$ cat config.mk
export PLATFORM = sky130hd
export DESIGN_NAME = gimbal_idle_scan_sequencer_top_flat
export DESIGN_NICKNAME = d
export VERILOG_FILES = /design/src/rtl/gis_pkg.sv /design/src/rtl/gis_if.sv /design/src/rtl/gis_csr.sv /design/src/rtl/gis_core.sv /design/src/rtl/gis_out_stage.sv /design/src/rtl/gimbal_idle_scan_sequencer_top.sv /design/src/flat_wrapper.sv
export SDC_FILE = /design/constraint.sdc
export NUM_CORES = 2
export LEC_CHECK = 0
export BUFFER_PORTS_ARGS = -buffer_cell sky130_fd_sc_hd__buf_2
export CAP_MARGIN = 5
export CORE_MARGIN = 2
export CORE_UTILIZATION = 40
export DETAILED_ROUTE_END_ITERATION = 12
export GPL_ROUTABILITY_DRIVEN = 0
export GPL_TIMING_DRIVEN = 0
export HOLD_SLACK_MARGIN = 0.02
export SYNTH_ARGS = -nofsm -noshare
export SYNTH_HDL_FRONTEND = slang
export SYNTH_SLANG_ARGS = --single-unit
$ cat constraint.sdc
create_clock -name clock -period 33.7 [get_ports clock]
set_input_delay 1.685 -clock clock [delete_from_list [all_inputs] [get_ports clock]]
set_output_delay 1.685 -clock clock [all_outputs]
set_load 0.01 [all_outputs]
$ cat src/rtl/gis_pkg.sv
`timescale 1ns / 1ps
// ----------------------------------------------------------------------------
// Gimbal idle scan sequencer package
// Shared widths, register codes, reset values and the configuration struct.
// ----------------------------------------------------------------------------
package gis_pkg;

   localparam int ANGLE_BITS_DEF = 32;
   localparam int TIME_BITS_DEF  = 32;

   localparam int RATE_BITS      = 32;
   localparam int LIMIT_BITS     = 30;
   localparam int DELAY_BITS     = 32;
   localparam int STEP_BITS      = 20;
   localparam int FRAC_BITS      = 16;
   localparam int SPEED_BITS     = 33;

   localparam int CSR_INDEX_BITS = 3;
   localparam int CSR_DATA_BITS  = 32;

   typedef enum logic [CSR_INDEX_BITS-1:0] {
      CSR_ENABLE,
      CSR_YAW_RATE,
      CSR_PITCH_RATE,
      CSR_PITCH_LIMIT,
      CSR_ACT_DELAY,
      CSR_MAX_STEP
   } csr_index_type;

   typedef struct packed {
      logic                  enable;
      logic [RATE_BITS-1:0]  yaw_rate;
      logic [RATE_BITS-1:0]  pitch_rate;
      logic [LIMIT_BITS-1:0] pitch_limit;
      logic [DELAY_BITS-1:0] activation_delay;
      logic [STEP_BITS-1:0]  max_step;
   } cfg_type;

   localparam cfg_type CFG_RESET = '{
      enable:           1'b0,
      yaw_rate:         32'd65536,
      pitch_rate:       32'd65536,
      pitch_limit:      30'd178956970,
      activation_delay: 32'd1000000,
      max_step:         20'd100000
   };

endpackage

$ cat src/rtl/gis_if.sv
`timescale 1ns / 1ps
// ----------------------------------------------------------------------------
// Gimbal idle scan sequencer channel interfaces
// Request, response and register write channels with valid/ready handshakes.
// ----------------------------------------------------------------------------
interface gis_req_if import gis_pkg::*; #(
   parameter int ANGLE_BITS = ANGLE_BITS_DEF,
   parameter int TIME_BITS  = TIME_BITS_DEF
) ();
   logic                  valid;
   logic                  ready;
   logic                  aim_active;
   logic                  contact;
   logic                  feedback_valid;
   logic [ANGLE_BITS-1:0] yaw_feedback;
   logic [ANGLE_BITS-1:0] pitch_feedback;
   logic [TIME_BITS-1:0]  timestamp_us;

   modport source (
      output valid, aim_active, contact, feedback_valid, yaw_feedback,
             pitch_feedback, timestamp_us,
      input  ready
   );
   modport sink (
      input  valid, aim_active, contact, feedback_valid, yaw_feedback,
             pitch_feedback, timestamp_us,
      output ready
   );
   modport monitor (
      input valid, ready, aim_active, contact, feedback_valid, yaw_feedback,
            pitch_feedback, timestamp_us
   );
endinterface

interface gis_rsp_if import gis_pkg::*; #(
   parameter int ANGLE_BITS = ANGLE_BITS_DEF
) ();
   logic                  valid;
   logic                  ready;
   logic                  command_valid;
   logic [ANGLE_BITS-1:0] yaw_target;
   logic [ANGLE_BITS-1:0] pitch_target;
   logic [ANGLE_BITS-1:0] yaw_error;
   logic [ANGLE_BITS-1:0] pitch_error;
   logic [RATE_BITS-1:0]  yaw_speed;
   logic [SPEED_BITS-1:0] pitch_speed;

   modport source (
      output valid, command_valid, yaw_target, pitch_target, yaw_error,
             pitch_error, yaw_speed, pitch_speed,
      input  ready
   );
   modport sink (
      input  valid, command_valid, yaw_target, pitch_target, yaw_error,
             pitch_error, yaw_speed, pitch_speed,
      output ready
   );
   modport monitor (
      input valid, ready, command_valid, yaw_target, pitch_target, yaw_error,
            pitch_error, yaw_speed, pitch_speed
   );
endinterface

interface gis_csr_if import gis_pkg::*; ();
   logic                      valid;
   logic                      ready;
   logic [CSR_INDEX_BITS-1:0] index;
   logic [CSR_DATA_BITS-1:0]  data;

   modport source (output valid, index, data, input ready);
   modport sink (input valid, index, data, output ready);
   modport monitor (input valid, ready, index, data);
endinterface

$ cat src/rtl/gis_csr.sv
`timescale 1ns / 1ps
// ----------------------------------------------------------------------------
// Gimbal idle scan sequencer register file
// Holds the six configuration registers written over the register channel.
// ----------------------------------------------------------------------------
module gis_csr import gis_pkg::*; (
   input  logic    clock,
   input  logic    reset,
   gis_csr_if.sink csr_ch,
   output cfg_type cfg
);

   cfg_type cfg_ff;
   cfg_type cfg_in;

   assign csr_ch.ready = 1'b1;
   assign cfg          = cfg_ff;

   always_comb begin
      cfg_in = cfg_ff;
      if (csr_ch.valid) begin
         case (csr_index_type'(csr_ch.index))
            CSR_ENABLE:      cfg_in.enable           = csr_ch.data[0];
            CSR_YAW_RATE:    cfg_in.yaw_rate         = csr_ch.data[RATE_BITS-1:0];
            CSR_PITCH_RATE:  cfg_in.pitch_rate       = csr_ch.data[RATE_BITS-1:0];
            CSR_PITCH_LIMIT: cfg_in.pitch_limit      = csr_ch.data[LIMIT_BITS-1:0];
            CSR_ACT_DELAY:   cfg_in.activation_delay = csr_ch.data[DELAY_BITS-1:0];
            CSR_MAX_STEP:    cfg_in.max_step         = csr_ch.data[STEP_BITS-1:0];
            default:         cfg_in = cfg_ff;
         endcase
      end
   end

   always_ff @(posedge clock) begin
      if (reset) begin
         cfg_ff <= CFG_RESET;
      end else begin
         cfg_ff <= cfg_in;
      end
   end

endmodule

$ cat src/rtl/gis_core.sv
`timescale 1ns / 1ps
// ----------------------------------------------------------------------------
// Gimbal idle scan sequencer core
// Input register, scan state and the single-pass step computation.
// ----------------------------------------------------------------------------
module gis_core import gis_pkg::*; #(
   parameter int ANGLE_BITS = ANGLE_BITS_DEF,
   parameter int TIME_BITS  = TIME_BITS_DEF
) (
   input  logic                  clock,
   input  logic                  reset,
   input  cfg_type               cfg,
   gis_req_if.sink               req_ch,
   output logic                  res_valid,
   input  logic                  res_ready,
   output logic                  res_command_valid,
   output logic [ANGLE_BITS-1:0] res_yaw_target,
   output logic [ANGLE_BITS-1:0] res_pitch_target,
   output logic [ANGLE_BITS-1:0] res_yaw_error,
   output logic [ANGLE_BITS-1:0] res_pitch_error,
   output logic [RATE_BITS-1:0]  res_yaw_speed,
   output logic [SPEED_BITS-1:0] res_pitch_speed
);

   localparam int CW = (TIME_BITS > DELAY_BITS) ? TIME_BITS : DELAY_BITS;
   localparam int SW = (TIME_BITS > STEP_BITS) ? TIME_BITS : STEP_BITS;
   localparam int MW = RATE_BITS + STEP_BITS;
   localparam int DW = MW - FRAC_BITS;
   localparam int PW = ((ANGLE_BITS > DW) ? ANGLE_BITS : DW) + 2;

   logic                  in_valid_ff;
   logic                  aim_ff;
   logic                  contact_ff;
   logic                  fbv_ff;
   logic [ANGLE_BITS-1:0] yfb_ff;
   logic [ANGLE_BITS-1:0] pfb_ff;
   logic [TIME_BITS-1:0]  now_ff;

   logic                  scan_on_ff, scan_on_in;
   logic                  pitch_down_ff, pitch_down_in;
   logic                  idle_started_ff, idle_started_in;
   logic [ANGLE_BITS-1:0] yaw_goal_ff, yaw_goal_in;
   logic [ANGLE_BITS-1:0] pitch_goal_ff, pitch_goal_in;
   logic [TIME_BITS-1:0]  idle_since_ff, idle_since_in;
   logic [TIME_BITS-1:0]  last_step_ff, last_step_in;

   logic                  advance;

   logic [TIME_BITS-1:0]  since;
   logic [TIME_BITS-1:0]  elapsed;
   logic [TIME_BITS-1:0]  last0;
   logic [TIME_BITS-1:0]  dt_raw;
   logic [SW-1:0]         dt_ext;
   logic [STEP_BITS-1:0]  dt;
   logic [MW-1:0]         yprod;
   logic [MW-1:0]         pprod;
   logic [DW-1:0]         ydelta;
   logic [DW-1:0]         pdelta;
   logic [ANGLE_BITS-1:0] base_y;
   logic [ANGLE_BITS-1:0] base_p;
   logic signed [PW-1:0]  p, q, lim_w, pd_w, ang_hi, ang_lo, perr;
   logic                  dir0, dir1, above, below, wait_delay, cmd;

   assign advance      = in_valid_ff && res_ready;
   assign req_ch.ready = !in_valid_ff || res_ready;
   assign res_valid    = in_valid_ff;

   always_ff @(posedge clock) begin
      if (reset) begin
         in_valid_ff <= 1'b0;
      end else if (req_ch.ready) begin
         in_valid_ff <= req_ch.valid;
      end
   end

   always_ff @(posedge clock) begin
      if (req_ch.valid && req_ch.ready) begin
         aim_ff     <= req_ch.aim_active;
         contact_ff <= req_ch.contact;
         fbv_ff     <= req_ch.feedback_valid;
         yfb_ff     <= req_ch.yaw_feedback;
         pfb_ff     <= req_ch.pitch_feedback;
         now_ff     <= req_ch.timestamp_us;
      end
   end

   assign lim_w  = PW'(cfg.pitch_limit);
   assign ang_hi = PW'({1'b0, {(ANGLE_BITS-1){1'b1}}});
   assign ang_lo = -ang_hi - PW'(1);

   always_comb begin
      scan_on_in      = scan_on_ff;
      pitch_down_in   = pitch_down_ff;
      idle_started_in = idle_started_ff;
      yaw_goal_in     = yaw_goal_ff;
      pitch_goal_in   = pitch_goal_ff;
      idle_since_in   = idle_since_ff;
      last_step_in    = last_step_ff;
      cmd             = 1'b0;
      res_yaw_speed   = '0;
      res_pitch_speed = '0;

      since      = idle_started_ff ? idle_since_ff : now_ff;
      elapsed    = now_ff - since;
      wait_delay = elapsed[TIME_BITS-1] || (CW'(elapsed) < CW'(cfg.activation_delay));

      base_y = scan_on_ff ? yaw_goal_ff : yfb_ff;
      base_p = scan_on_ff ? pitch_goal_ff : pfb_ff;
      last0  = scan_on_ff ? last_step_ff : now_ff;
      dt_raw = now_ff - last0;
      dt_ext = dt_raw[TIME_BITS-1] ? '0 : SW'(dt_raw);
      dt     = (dt_ext > SW'(cfg.max_step)) ? cfg.max_step : dt_ext[STEP_BITS-1:0];

      yprod  = MW'(cfg.yaw_rate) * MW'(dt);
      pprod  = MW'(cfg.pitch_rate) * MW'(dt);
      ydelta = yprod[MW-1:FRAC_BITS];
      pdelta = pprod[MW-1:FRAC_BITS];
      pd_w   = PW'(pdelta);

      p     = PW'($signed(base_p));
      dir0  = scan_on_ff ? pitch_down_ff : !(p < -lim_w);
      above = p > lim_w;
      below = p < -lim_w;
      dir1  = above ? 1'b1 : (below ? 1'b0 : dir0);
      q     = dir1 ? (p - pd_w) : (p + pd_w);
      if (q > ang_hi) begin
         q = ang_hi;
      end else if (q < ang_lo) begin
         q = ang_lo;
      end
      if (!(above || below)) begin
         if (q >= lim_w) begin
            q    = lim_w;
            dir1 = 1'b1;
         end else if (q <= -lim_w) begin
            q    = -lim_w;
            dir1 = 1'b0;
         end
         if (q > ang_hi) begin
            q = ang_hi;
         end else if (q < ang_lo) begin
            q = ang_lo;
         end
      end

      if (!cfg.enable || aim_ff || !fbv_ff) begin
         scan_on_in      = 1'b0;
         pitch_down_in   = 1'b1;
         idle_started_in = 1'b0;
         yaw_goal_in     = '0;
         pitch_goal_in   = '0;
         idle_since_in   = '0;
         last_step_in    = '0;
      end else if (contact_ff) begin
         scan_on_in      = 1'b0;
         idle_started_in = 1'b0;
         yaw_goal_in     = yfb_ff;
         pitch_goal_in   = pfb_ff;
         idle_since_in   = '0;
         last_step_in    = now_ff;
         cmd             = 1'b1;
      end else if (wait_delay) begin
         scan_on_in      = 1'b0;
         idle_started_in = 1'b1;
         idle_since_in   = since;
         yaw_goal_in     = yfb_ff;
         pitch_goal_in   = pfb_ff;
         last_step_in    = now_ff;
      end else begin
         scan_on_in      = 1'b1;
         idle_started_in = 1'b1;
         idle_since_in   = since;
         last_step_in    = now_ff;
         yaw_goal_in     = base_y + ANGLE_BITS'(ydelta);
         pitch_goal_in   = q[ANGLE_BITS-1:0];
         pitch_down_in   = dir1;
         cmd             = 1'b1;
         res_yaw_speed   = cfg.yaw_rate;
         res_pitch_speed = dir1 ? (SPEED_BITS'(0) - SPEED_BITS'(cfg.pitch_rate))
                                : SPEED_BITS'(cfg.pitch_rate);
      end

      perr = PW'($signed(pitch_goal_in)) - PW'($signed(pfb_ff));
      if (perr > ang_hi) begin
         perr = ang_hi;
      end else if (perr < ang_lo) begin
         perr = ang_lo;
      end

      res_command_valid = cmd;
      res_yaw_target    = cmd ? yaw_goal_in : '0;
      res_pitch_target  = cmd ? pitch_goal_in : '0;
      res_yaw_error     = cmd ? (yaw_goal_in - yfb_ff) : '0;
      res_pitch_error   = cmd ? perr[ANGLE_BITS-1:0] : '0;
   end

   always_ff @(posedge clock) begin
      if (reset) begin
         scan_on_ff      <= 1'b0;
         pitch_down_ff   <= 1'b1;
         idle_started_ff <= 1'b0;
         yaw_goal_ff     <= '0;
         pitch_goal_ff   <= '0;
         idle_since_ff   <= '0;
         last_step_ff    <= '0;
      end else if (advance) begin
         scan_on_ff      <= scan_on_in;
         pitch_down_ff   <= pitch_down_in;
         idle_started_ff <= idle_started_in;
         yaw_goal_ff     <= yaw_goal_in;
         pitch_goal_ff   <= pitch_goal_in;
         idle_since_ff   <= idle_since_in;
         last_step_ff    <= last_step_in;
      end
   end

endmodule

$ cat src/rtl/gis_out_stage.sv
`timescale 1ns / 1ps
// ----------------------------------------------------------------------------
// Gimbal idle scan sequencer result register
// Holds one finished result word until the response channel takes it.
// ----------------------------------------------------------------------------
module gis_out_stage import gis_pkg::*; #(
   parameter int ANGLE_BITS = ANGLE_BITS_DEF
) (
   input  logic                  clock,
   input  logic                  reset,
   input  logic                  res_valid,
   output logic                  res_ready,
   input  logic                  res_command_valid,
   input  logic [ANGLE_BITS-1:0] res_yaw_target,
   input  logic [ANGLE_BITS-1:0] res_pitch_target,
   input  logic [ANGLE_BITS-1:0] res_yaw_error,
   input  logic [ANGLE_BITS-1:0] res_pitch_error,
   input  logic [RATE_BITS-1:0]  res_yaw_speed,
   input  logic [SPEED_BITS-1:0] res_pitch_speed,
   gis_rsp_if.source             rsp_ch
);

   logic                  valid_ff;
   logic                  cmd_ff;
   logic [ANGLE_BITS-1:0] yaw_target_ff;
   logic [ANGLE_BITS-1:0] pitch_target_ff;
   logic [ANGLE_BITS-1:0] yaw_error_ff;
   logic [ANGLE_BITS-1:0] pitch_error_ff;
   logic [RATE_BITS-1:0]  yaw_speed_ff;
   logic [SPEED_BITS-1:0] pitch_speed_ff;

   assign res_ready = !valid_ff || rsp_ch.ready;

   always_ff @(posedge clock) begin
      if (reset) begin
         valid_ff <= 1'b0;
      end else if (res_ready) begin
         valid_ff <= res_valid;
      end
   end

   always_ff @(posedge clock) begin
      if (res_valid && res_ready) begin
         cmd_ff          <= res_command_valid;
         yaw_target_ff   <= res_yaw_target;
         pitch_target_ff <= res_pitch_target;
         yaw_error_ff    <= res_yaw_error;
         pitch_error_ff  <= res_pitch_error;
         yaw_speed_ff    <= res_yaw_speed;
         pitch_speed_ff  <= res_pitch_speed;
      end
   end

   assign rsp_ch.valid         = valid_ff;
   assign rsp_ch.command_valid = cmd_ff;
   assign rsp_ch.yaw_target    = yaw_target_ff;
   assign rsp_ch.pitch_target  = pitch_target_ff;
   assign rsp_ch.yaw_error     = yaw_error_ff;
   assign rsp_ch.pitch_error   = pitch_error_ff;
   assign rsp_ch.yaw_speed     = yaw_speed_ff;
   assign rsp_ch.pitch_speed   = pitch_speed_ff;

endmodule

$ cat src/rtl/gimbal_idle_scan_sequencer_top.sv
`timescale 1ns / 1ps
// ----------------------------------------------------------------------------
// Gimbal idle scan sequencer
// Holds or sweeps the gimbal aim while no target is tracked.
// ----------------------------------------------------------------------------
//  Channel  Dir  Word
//  req_ch   in   flags, yaw/pitch feedback, microsecond timestamp
//  rsp_ch   out  command flag, targets, errors, yaw and pitch speeds
//  csr_ch   in   register index and write data, always ready
//
// One word is taken per cycle while the response side is not stalled; a result
// passes from the input register into the result register before it leaves.
// The scan state updates when a word moves from the input register into the
// result register, so each word sees the state the previous word left.
// Synchronous reset clears the valid flags and scan state and loads CFG_RESET.
// Once both registers hold a word, a stalled response drops req ready in the
// same cycle; at most two words wait inside the block.
// ----------------------------------------------------------------------------
module gimbal_idle_scan_sequencer_top import gis_pkg::*; #(
   parameter int ANGLE_BITS = ANGLE_BITS_DEF,
   parameter int TIME_BITS  = TIME_BITS_DEF
) (
   input  logic      clock,
   input  logic      reset,
   gis_req_if.sink   req_ch,
   gis_rsp_if.source rsp_ch,
   gis_csr_if.sink   csr_ch
);

   cfg_type               cfg;
   logic                  res_valid;
   logic                  res_ready;
   logic                  res_command_valid;
   logic [ANGLE_BITS-1:0] res_yaw_target;
   logic [ANGLE_BITS-1:0] res_pitch_target;
   logic [ANGLE_BITS-1:0] res_yaw_error;
   logic [ANGLE_BITS-1:0] res_pitch_error;
   logic [RATE_BITS-1:0]  res_yaw_speed;
   logic [SPEED_BITS-1:0] res_pitch_speed;

   gis_csr u_csr (
      .clock  (clock),
      .reset  (reset),
      .csr_ch (csr_ch),
      .cfg    (cfg)
   );

   gis_core #(
      .ANGLE_BITS (ANGLE_BITS),
      .TIME_BITS  (TIME_BITS)
   ) u_core (
      .clock             (clock),
      .reset             (reset),
      .cfg               (cfg),
      .req_ch            (req_ch),
      .res_valid         (res_valid),
      .res_ready         (res_ready),
      .res_command_valid (res_command_valid),
      .res_yaw_target    (res_yaw_target),
      .res_pitch_target  (res_pitch_target),
      .res_yaw_error     (res_yaw_error),
      .res_pitch_error   (res_pitch_error),
      .res_yaw_speed     (res_yaw_speed),
      .res_pitch_speed   (res_pitch_speed)
   );

   gis_out_stage #(
      .ANGLE_BITS (ANGLE_BITS)
   ) u_out (
      .clock             (clock),
      .reset             (reset),
      .res_valid         (res_valid),
      .res_ready         (res_ready),
      .res_command_valid (res_command_valid),
      .res_yaw_target    (res_yaw_target),
      .res_pitch_target  (res_pitch_target),
      .res_yaw_error     (res_yaw_error),
      .res_pitch_error   (res_pitch_error),
      .res_yaw_speed     (res_yaw_speed),
      .res_pitch_speed   (res_pitch_speed),
      .rsp_ch            (rsp_ch)
   );

endmodule

$ cat src/flat_wrapper.sv
// flat-port wrapper written by rule: the top's interface ports become plain ports
module gimbal_idle_scan_sequencer_top_flat import gis_pkg::*;
#(
   parameter int ANGLE_BITS = ANGLE_BITS_DEF,
   parameter int TIME_BITS  = TIME_BITS_DEF
)
  (clock, reset, req_ch_valid, req_ch_aim_active, req_ch_contact, req_ch_feedback_valid, req_ch_yaw_feedback, req_ch_pitch_feedback, req_ch_timestamp_us, req_ch_ready, rsp_ch_valid, rsp_ch_command_valid, rsp_ch_yaw_target, rsp_ch_pitch_target, rsp_ch_yaw_error, rsp_ch_pitch_error, rsp_ch_yaw_speed, rsp_ch_pitch_speed, rsp_ch_ready, csr_ch_valid, csr_ch_index, csr_ch_data, csr_ch_ready);
  gis_req_if #(.ANGLE_BITS(ANGLE_BITS), .TIME_BITS(TIME_BITS)) req_ch_i ();
  gis_rsp_if #(.ANGLE_BITS(ANGLE_BITS)) rsp_ch_i ();
  gis_csr_if csr_ch_i ();
  input  logic clock;
  input  logic reset;
  input wire logic [$bits(req_ch_i.valid)-1:0] req_ch_valid;
  input wire logic [$bits(req_ch_i.aim_active)-1:0] req_ch_aim_active;
  input wire logic [$bits(req_ch_i.contact)-1:0] req_ch_contact;
  input wire logic [$bits(req_ch_i.feedback_valid)-1:0] req_ch_feedback_valid;
  input wire logic [$bits(req_ch_i.yaw_feedback)-1:0] req_ch_yaw_feedback;
  input wire logic [$bits(req_ch_i.pitch_feedback)-1:0] req_ch_pitch_feedback;
  input wire logic [$bits(req_ch_i.timestamp_us)-1:0] req_ch_timestamp_us;
  output wire logic [$bits(req_ch_i.ready)-1:0] req_ch_ready;
  output wire logic [$bits(rsp_ch_i.valid)-1:0] rsp_ch_valid;
  output wire logic [$bits(rsp_ch_i.command_valid)-1:0] rsp_ch_command_valid;
  output wire logic [$bits(rsp_ch_i.yaw_target)-1:0] rsp_ch_yaw_target;
  output wire logic [$bits(rsp_ch_i.pitch_target)-1:0] rsp_ch_pitch_target;
  output wire logic [$bits(rsp_ch_i.yaw_error)-1:0] rsp_ch_yaw_error;
  output wire logic [$bits(rsp_ch_i.pitch_error)-1:0] rsp_ch_pitch_error;
  output wire logic [$bits(rsp_ch_i.yaw_speed)-1:0] rsp_ch_yaw_speed;
  output wire logic [$bits(rsp_ch_i.pitch_speed)-1:0] rsp_ch_pitch_speed;
  input wire logic [$bits(rsp_ch_i.ready)-1:0] rsp_ch_ready;
  input wire logic [$bits(csr_ch_i.valid)-1:0] csr_ch_valid;
  input wire logic [$bits(csr_ch_i.index)-1:0] csr_ch_index;
  input wire logic [$bits(csr_ch_i.data)-1:0] csr_ch_data;
  output wire logic [$bits(csr_ch_i.ready)-1:0] csr_ch_ready;
  assign req_ch_i.valid = req_ch_valid;
  assign req_ch_i.aim_active = req_ch_aim_active;
  assign req_ch_i.contact = req_ch_contact;
  assign req_ch_i.feedback_valid = req_ch_feedback_valid;
  assign req_ch_i.yaw_feedback = req_ch_yaw_feedback;
  assign req_ch_i.pitch_feedback = req_ch_pitch_feedback;
  assign req_ch_i.timestamp_us = req_ch_timestamp_us;
  assign req_ch_ready = req_ch_i.ready;
  assign rsp_ch_valid = rsp_ch_i.valid;
  assign rsp_ch_command_valid = rsp_ch_i.command_valid;
  assign rsp_ch_yaw_target = rsp_ch_i.yaw_target;
  assign rsp_ch_pitch_target = rsp_ch_i.pitch_target;
  assign rsp_ch_yaw_error = rsp_ch_i.yaw_error;
  assign rsp_ch_pitch_error = rsp_ch_i.pitch_error;
  assign rsp_ch_yaw_speed = rsp_ch_i.yaw_speed;
  assign rsp_ch_pitch_speed = rsp_ch_i.pitch_speed;
  assign rsp_ch_i.ready = rsp_ch_ready;
  assign csr_ch_i.valid = csr_ch_valid;
  assign csr_ch_i.index = csr_ch_index;
  assign csr_ch_i.data = csr_ch_data;
  assign csr_ch_ready = csr_ch_i.ready;
  gimbal_idle_scan_sequencer_top #(.ANGLE_BITS(ANGLE_BITS), .TIME_BITS(TIME_BITS)) u_core (.clock(clock), .reset(reset), .req_ch(req_ch_i), .rsp_ch(rsp_ch_i), .csr_ch(csr_ch_i));
endmodule
==> reports/metrics.yaml <==
placed_design:
  place_ws_ns: -3.13
  dp_hpwl_um: 240000
  dpl_cell_area_mm2: 0.0838
  dp.cells: 12100
  port-buffer-count: 333
final_layout:
  stdcell_area_mm2: 0.0865
  final_nets: 11400
  final_layout_size_suffix_gt1_share_pct: 6.72
  instances_no_fill: 12200
  final_util_pct: 44.3
  syn_to_final_growth_pct: 9.90
  num-fill-cells: 19300
timing:
  finClkSkew_ns: 0.0580
  fin_crit_ns: 32.40
  finalWorstSetupSlack_ns: 1.30
  relSlewSlack_pct: -3.35
  rsz0062_at_grt: "no"
  slew_violations: 11
  finalSetupViolCount: 0
  hold_viol: 0
  holdWs_ns: 0.455
  setup_tns_ns: 0
  max_freq_mhz: 30.9
  worst_pin_slew_ns: 1.55
  fin_crit_sh_pct: 96.1
synthesis:
  yosysSeqAreaShare_pct: 18.3
  synth_compound_area_share_pct: 11.2
  synth_top_area_share_pct: 27.2
  synth_largest_area_cell: "fa_1"
  synth_common_cells: "1,367 x nand2_1, 1,287 x inv_1, 1,071 x fa_1, 679 x ha_1, 560 x and2_1"
  synth_edf_count: 293
  synth-simple-area-share_pct: 19.0
  ys_top_cells_by_area: "fa_1 27%, edfxtp_1 11%, ha_1 11%"
  ys.flop_type: "edfxtp_1"
  synth_adder_area_share_pct: 38.0
  synth_most_common_cell: "nand2_1"
  synth_cell_types: 94
  yosys-mux-area-fraction_pct: 1.41
  synthArstFlopShare_pct: 0
  synth_xor_area_share_pct: 3.34
  synth_nets: 11000
  synth-seq-cells: 573
  avgSynthCellArea_um2: 8.65
  synth_warnings: 0
  synth_top_family_by_area: "adder cells"
  syn_inst: 9098
  syn-cell-area_mm2: 0.0787
floorplan:
  design.core.area_mm2: 0.195
  fp.dieArea_mm2: 0.200
  fp.dieH_um: 448
  ios: 336
  num_rows: 162
  die_w_um: 448
  floorplan.initialDensity_pct: 40.3
detailed_routing:
  drtIter0Drc: 6892
  drcViolationCount: 0
  dr.pass1.iters: 8
  vias: 68800
  routedWlPerCell_um: 24.4
  vias_per_cell: 5.63
  ant_nets: 0
  wl_um: 298000
pwr:
  power_frac_seq_pct: 25.0
  netSwitchingFraction_pct: 45.0
  power.density_mw_per_mm2: 35.9
  power.clock.fraction_pct: 26.0
  vdd_drop_max_v: 0.0000461
  leakage_nw: 39.6
  switchingPower_mw: 1.40
  p_comb_share_pct: 49.0
  p_int_mw: 1.71
  total_power_mw: 3.11
clock_network:
  cts-hold-fix-buffers: 0
  htree_levels: 3
  cts_sinks: 573
  insertion_delay_ns: 0.77
  cts_tree: "built"
  path_clk_slew_ns: 0.06
  numCtsBuffers: 71
  cts_root_buffer: "clkbuf_16"
  clockBufferDepth: 3
min_path:
  holdCritStartpoint: "u_core.u_core.yaw_goal_ff[2]"
  hold_path_depth: 2
  hold_path.class: "reg -> reg"
  min_to: "u_core.u_core.yaw_goal_ff[2]"
critical_path:
  crit_fanout: 10
  r2r_start: "u_core.u_core.scan_on_ff"
  r2r_end: "u_core.u_out.rsp_ch.pitch_error[4]"
  path_common_cell: "o21ai_0"
  crit_path_end_kind: "flip-flop"
  cp-start-kind: "flip-flop"
  crit_path_max_incr_delay_ns: 1.11
  slowest_stage: "clkbuf_1"
  reg2reg_setup_slack_ns: 1.30
  rr_worst_depth: 117
  worstPathArrival_ns: 32.84
  cp.required_ns: 34.15
  path_class: "reg -> reg"
grt:
  grt_pass1_vias: 69800
  grt_max_degree: 122
  overflow: 0
  antenna_found_initial: 55
  grt_pass1_wl_um: 439000
  grt_use_total_pct: 29.8
outcome:
  violations: "capacitance limit, slew limit"
  status: "finished with violations"
flow_run:
  cap_violations: 1
state kept, by name, indices dropped and copies added (netlist names), 32 cells and up:
signal and count:
u_core.u_csr.cfg 147, u_core.u_out.rsp_ch.yaw_target 32, u_core.u_out.rsp_ch.yaw_speed 32, u_core.u_core.last_step_ff 32
u_core.u_core.yfb_ff 32, u_core.u_out.rsp_ch.pitch_error 32, u_core.u_core.pitch_goal_ff 32, u_core.u_out.rsp_ch.pitch_speed 33
u_core.u_core.yaw_goal_ff 32, u_core.u_core.now_ff 32, u_core.u_core.pfb_ff 32, u_core.u_out.rsp_ch.yaw_error 32
u_core.u_out.rsp_ch.pitch_target 32, u_core.u_core.idle_since_ff 32
worst max-delay path by stage:
stage / from / endpoint / slack, ns / cells past startpoint
finish: u_core.u_core.scan_on_ff / u_core.u_out.rsp_ch.pitch_error[4] / 1.30 / 117
global route: u_core.u_core.scan_on_ff / u_core.u_out.rsp_ch.pitch_error[29] / 0.07 / 121
CTS: u_core.u_core.scan_on_ff / u_core.u_out.rsp_ch.pitch_error[29] / 0.12 / 122
detailed placement: u_core.u_core.scan_on_ff / u_core.u_out.rsp_ch.pitch_error[29] / -3.13 / 120
global placement: u_core.u_core.scan_on_ff / u_core.u_out.rsp_ch.pitch_error[27] / -3.66 / 119
floorplan: u_core.u_core.scan_on_ff / u_core.u_out.rsp_ch.pitch_error[27] / 7.94 / 122
critical path: cells and delay by family, from the launching register on:
kind,cells,cell delay (ns)
xor gates and xnor gates,4,1.31
adders and majority gates,15,6.07
muxes,3,1.61
buffers and inverters,16,5.27
AOI/OAI and AO/OA,49,11.70
DFF,1,0.55
and+or+nand+nor,30,5.52
logic make-up after synthesis:
family,after synthesis
other,1
and+or+nand+nor,3161
xor gates and xnor gates,299
muxes,107
AOI/OAI and AO/OA,1413
DFF,573
adders and majority gates,1750
buffers and inverters,1794
cell usage in the layout (no fill, tap or decap), drive strengths merged, types with 25 or more instances in the layout:
cell type  instances
buf              426
xnor2            217
a211oi            65
o31ai             36
nand3b            30
a22oi             47
mux2i             82
fa              1071
a21boi            28
nand3             90
nor2b             78
and3              83
a21oi            531
ha               679
clkbuf           517
a31oi             34
a21o             118
mux2              25
o211ai            29
xor2              82
or2               34
dfxtp            280
or3               50
inv             1293
nand2b            83
nand4             59
nor4              41
and2             561
edfxtp           293
o21ai            281
o21bai            38
nor3             162
nor2             486
nand2           1367
o21a              53
power by group through the flow:
| stage | combinational (mW) | sequential, mW | clock, mW |
|---|---|---|---|
| final | 1.52 | 0.777 | 0.808 |
| after global routing | 1.63 | 0.778 | 0.849 |
| after CTS | 1.47 | 0.777 | 0.823 |
| after detailed placement | 1.45 | 0.791 | 0 |
| after global placement | 1.42 | 0.793 | 0 |
| after floorplan | 0.950 | 0.788 | 0 |
final cells by class:
cell class	count	area [um^2]	share of cell area, %
timing repair buffer	350	1890	2.19
buffer	503	2070	2.40
clock inverter	35	375	0.434
tap	2624	3280	3.80
inverter	1287	4830	5.59
clock buffer	95	2040	2.36
sequential	573	14400	16.7
multi-input combinational	6731	57500	66.5
antenna	22	55.1	0.0636
repair_timing:
action,in CTS,in global routing
endpoints found under the setup margin,32,32
endpoints found under the hold margin,0,0
setup buffers,0,7
pin swaps,0,4
gates resized for setup,40,34
routing by layer:
layer	track usage (%)	vias up	part of all wire [%]
met5	0	-	0.048
met4	21.3	24	8.4
met3	7.62	1023	10
met2	46.3	3557	44
met1	35.8	33900	37
li1	-	30300	-
Note: power is estimated with default switching activity, not from simulation.
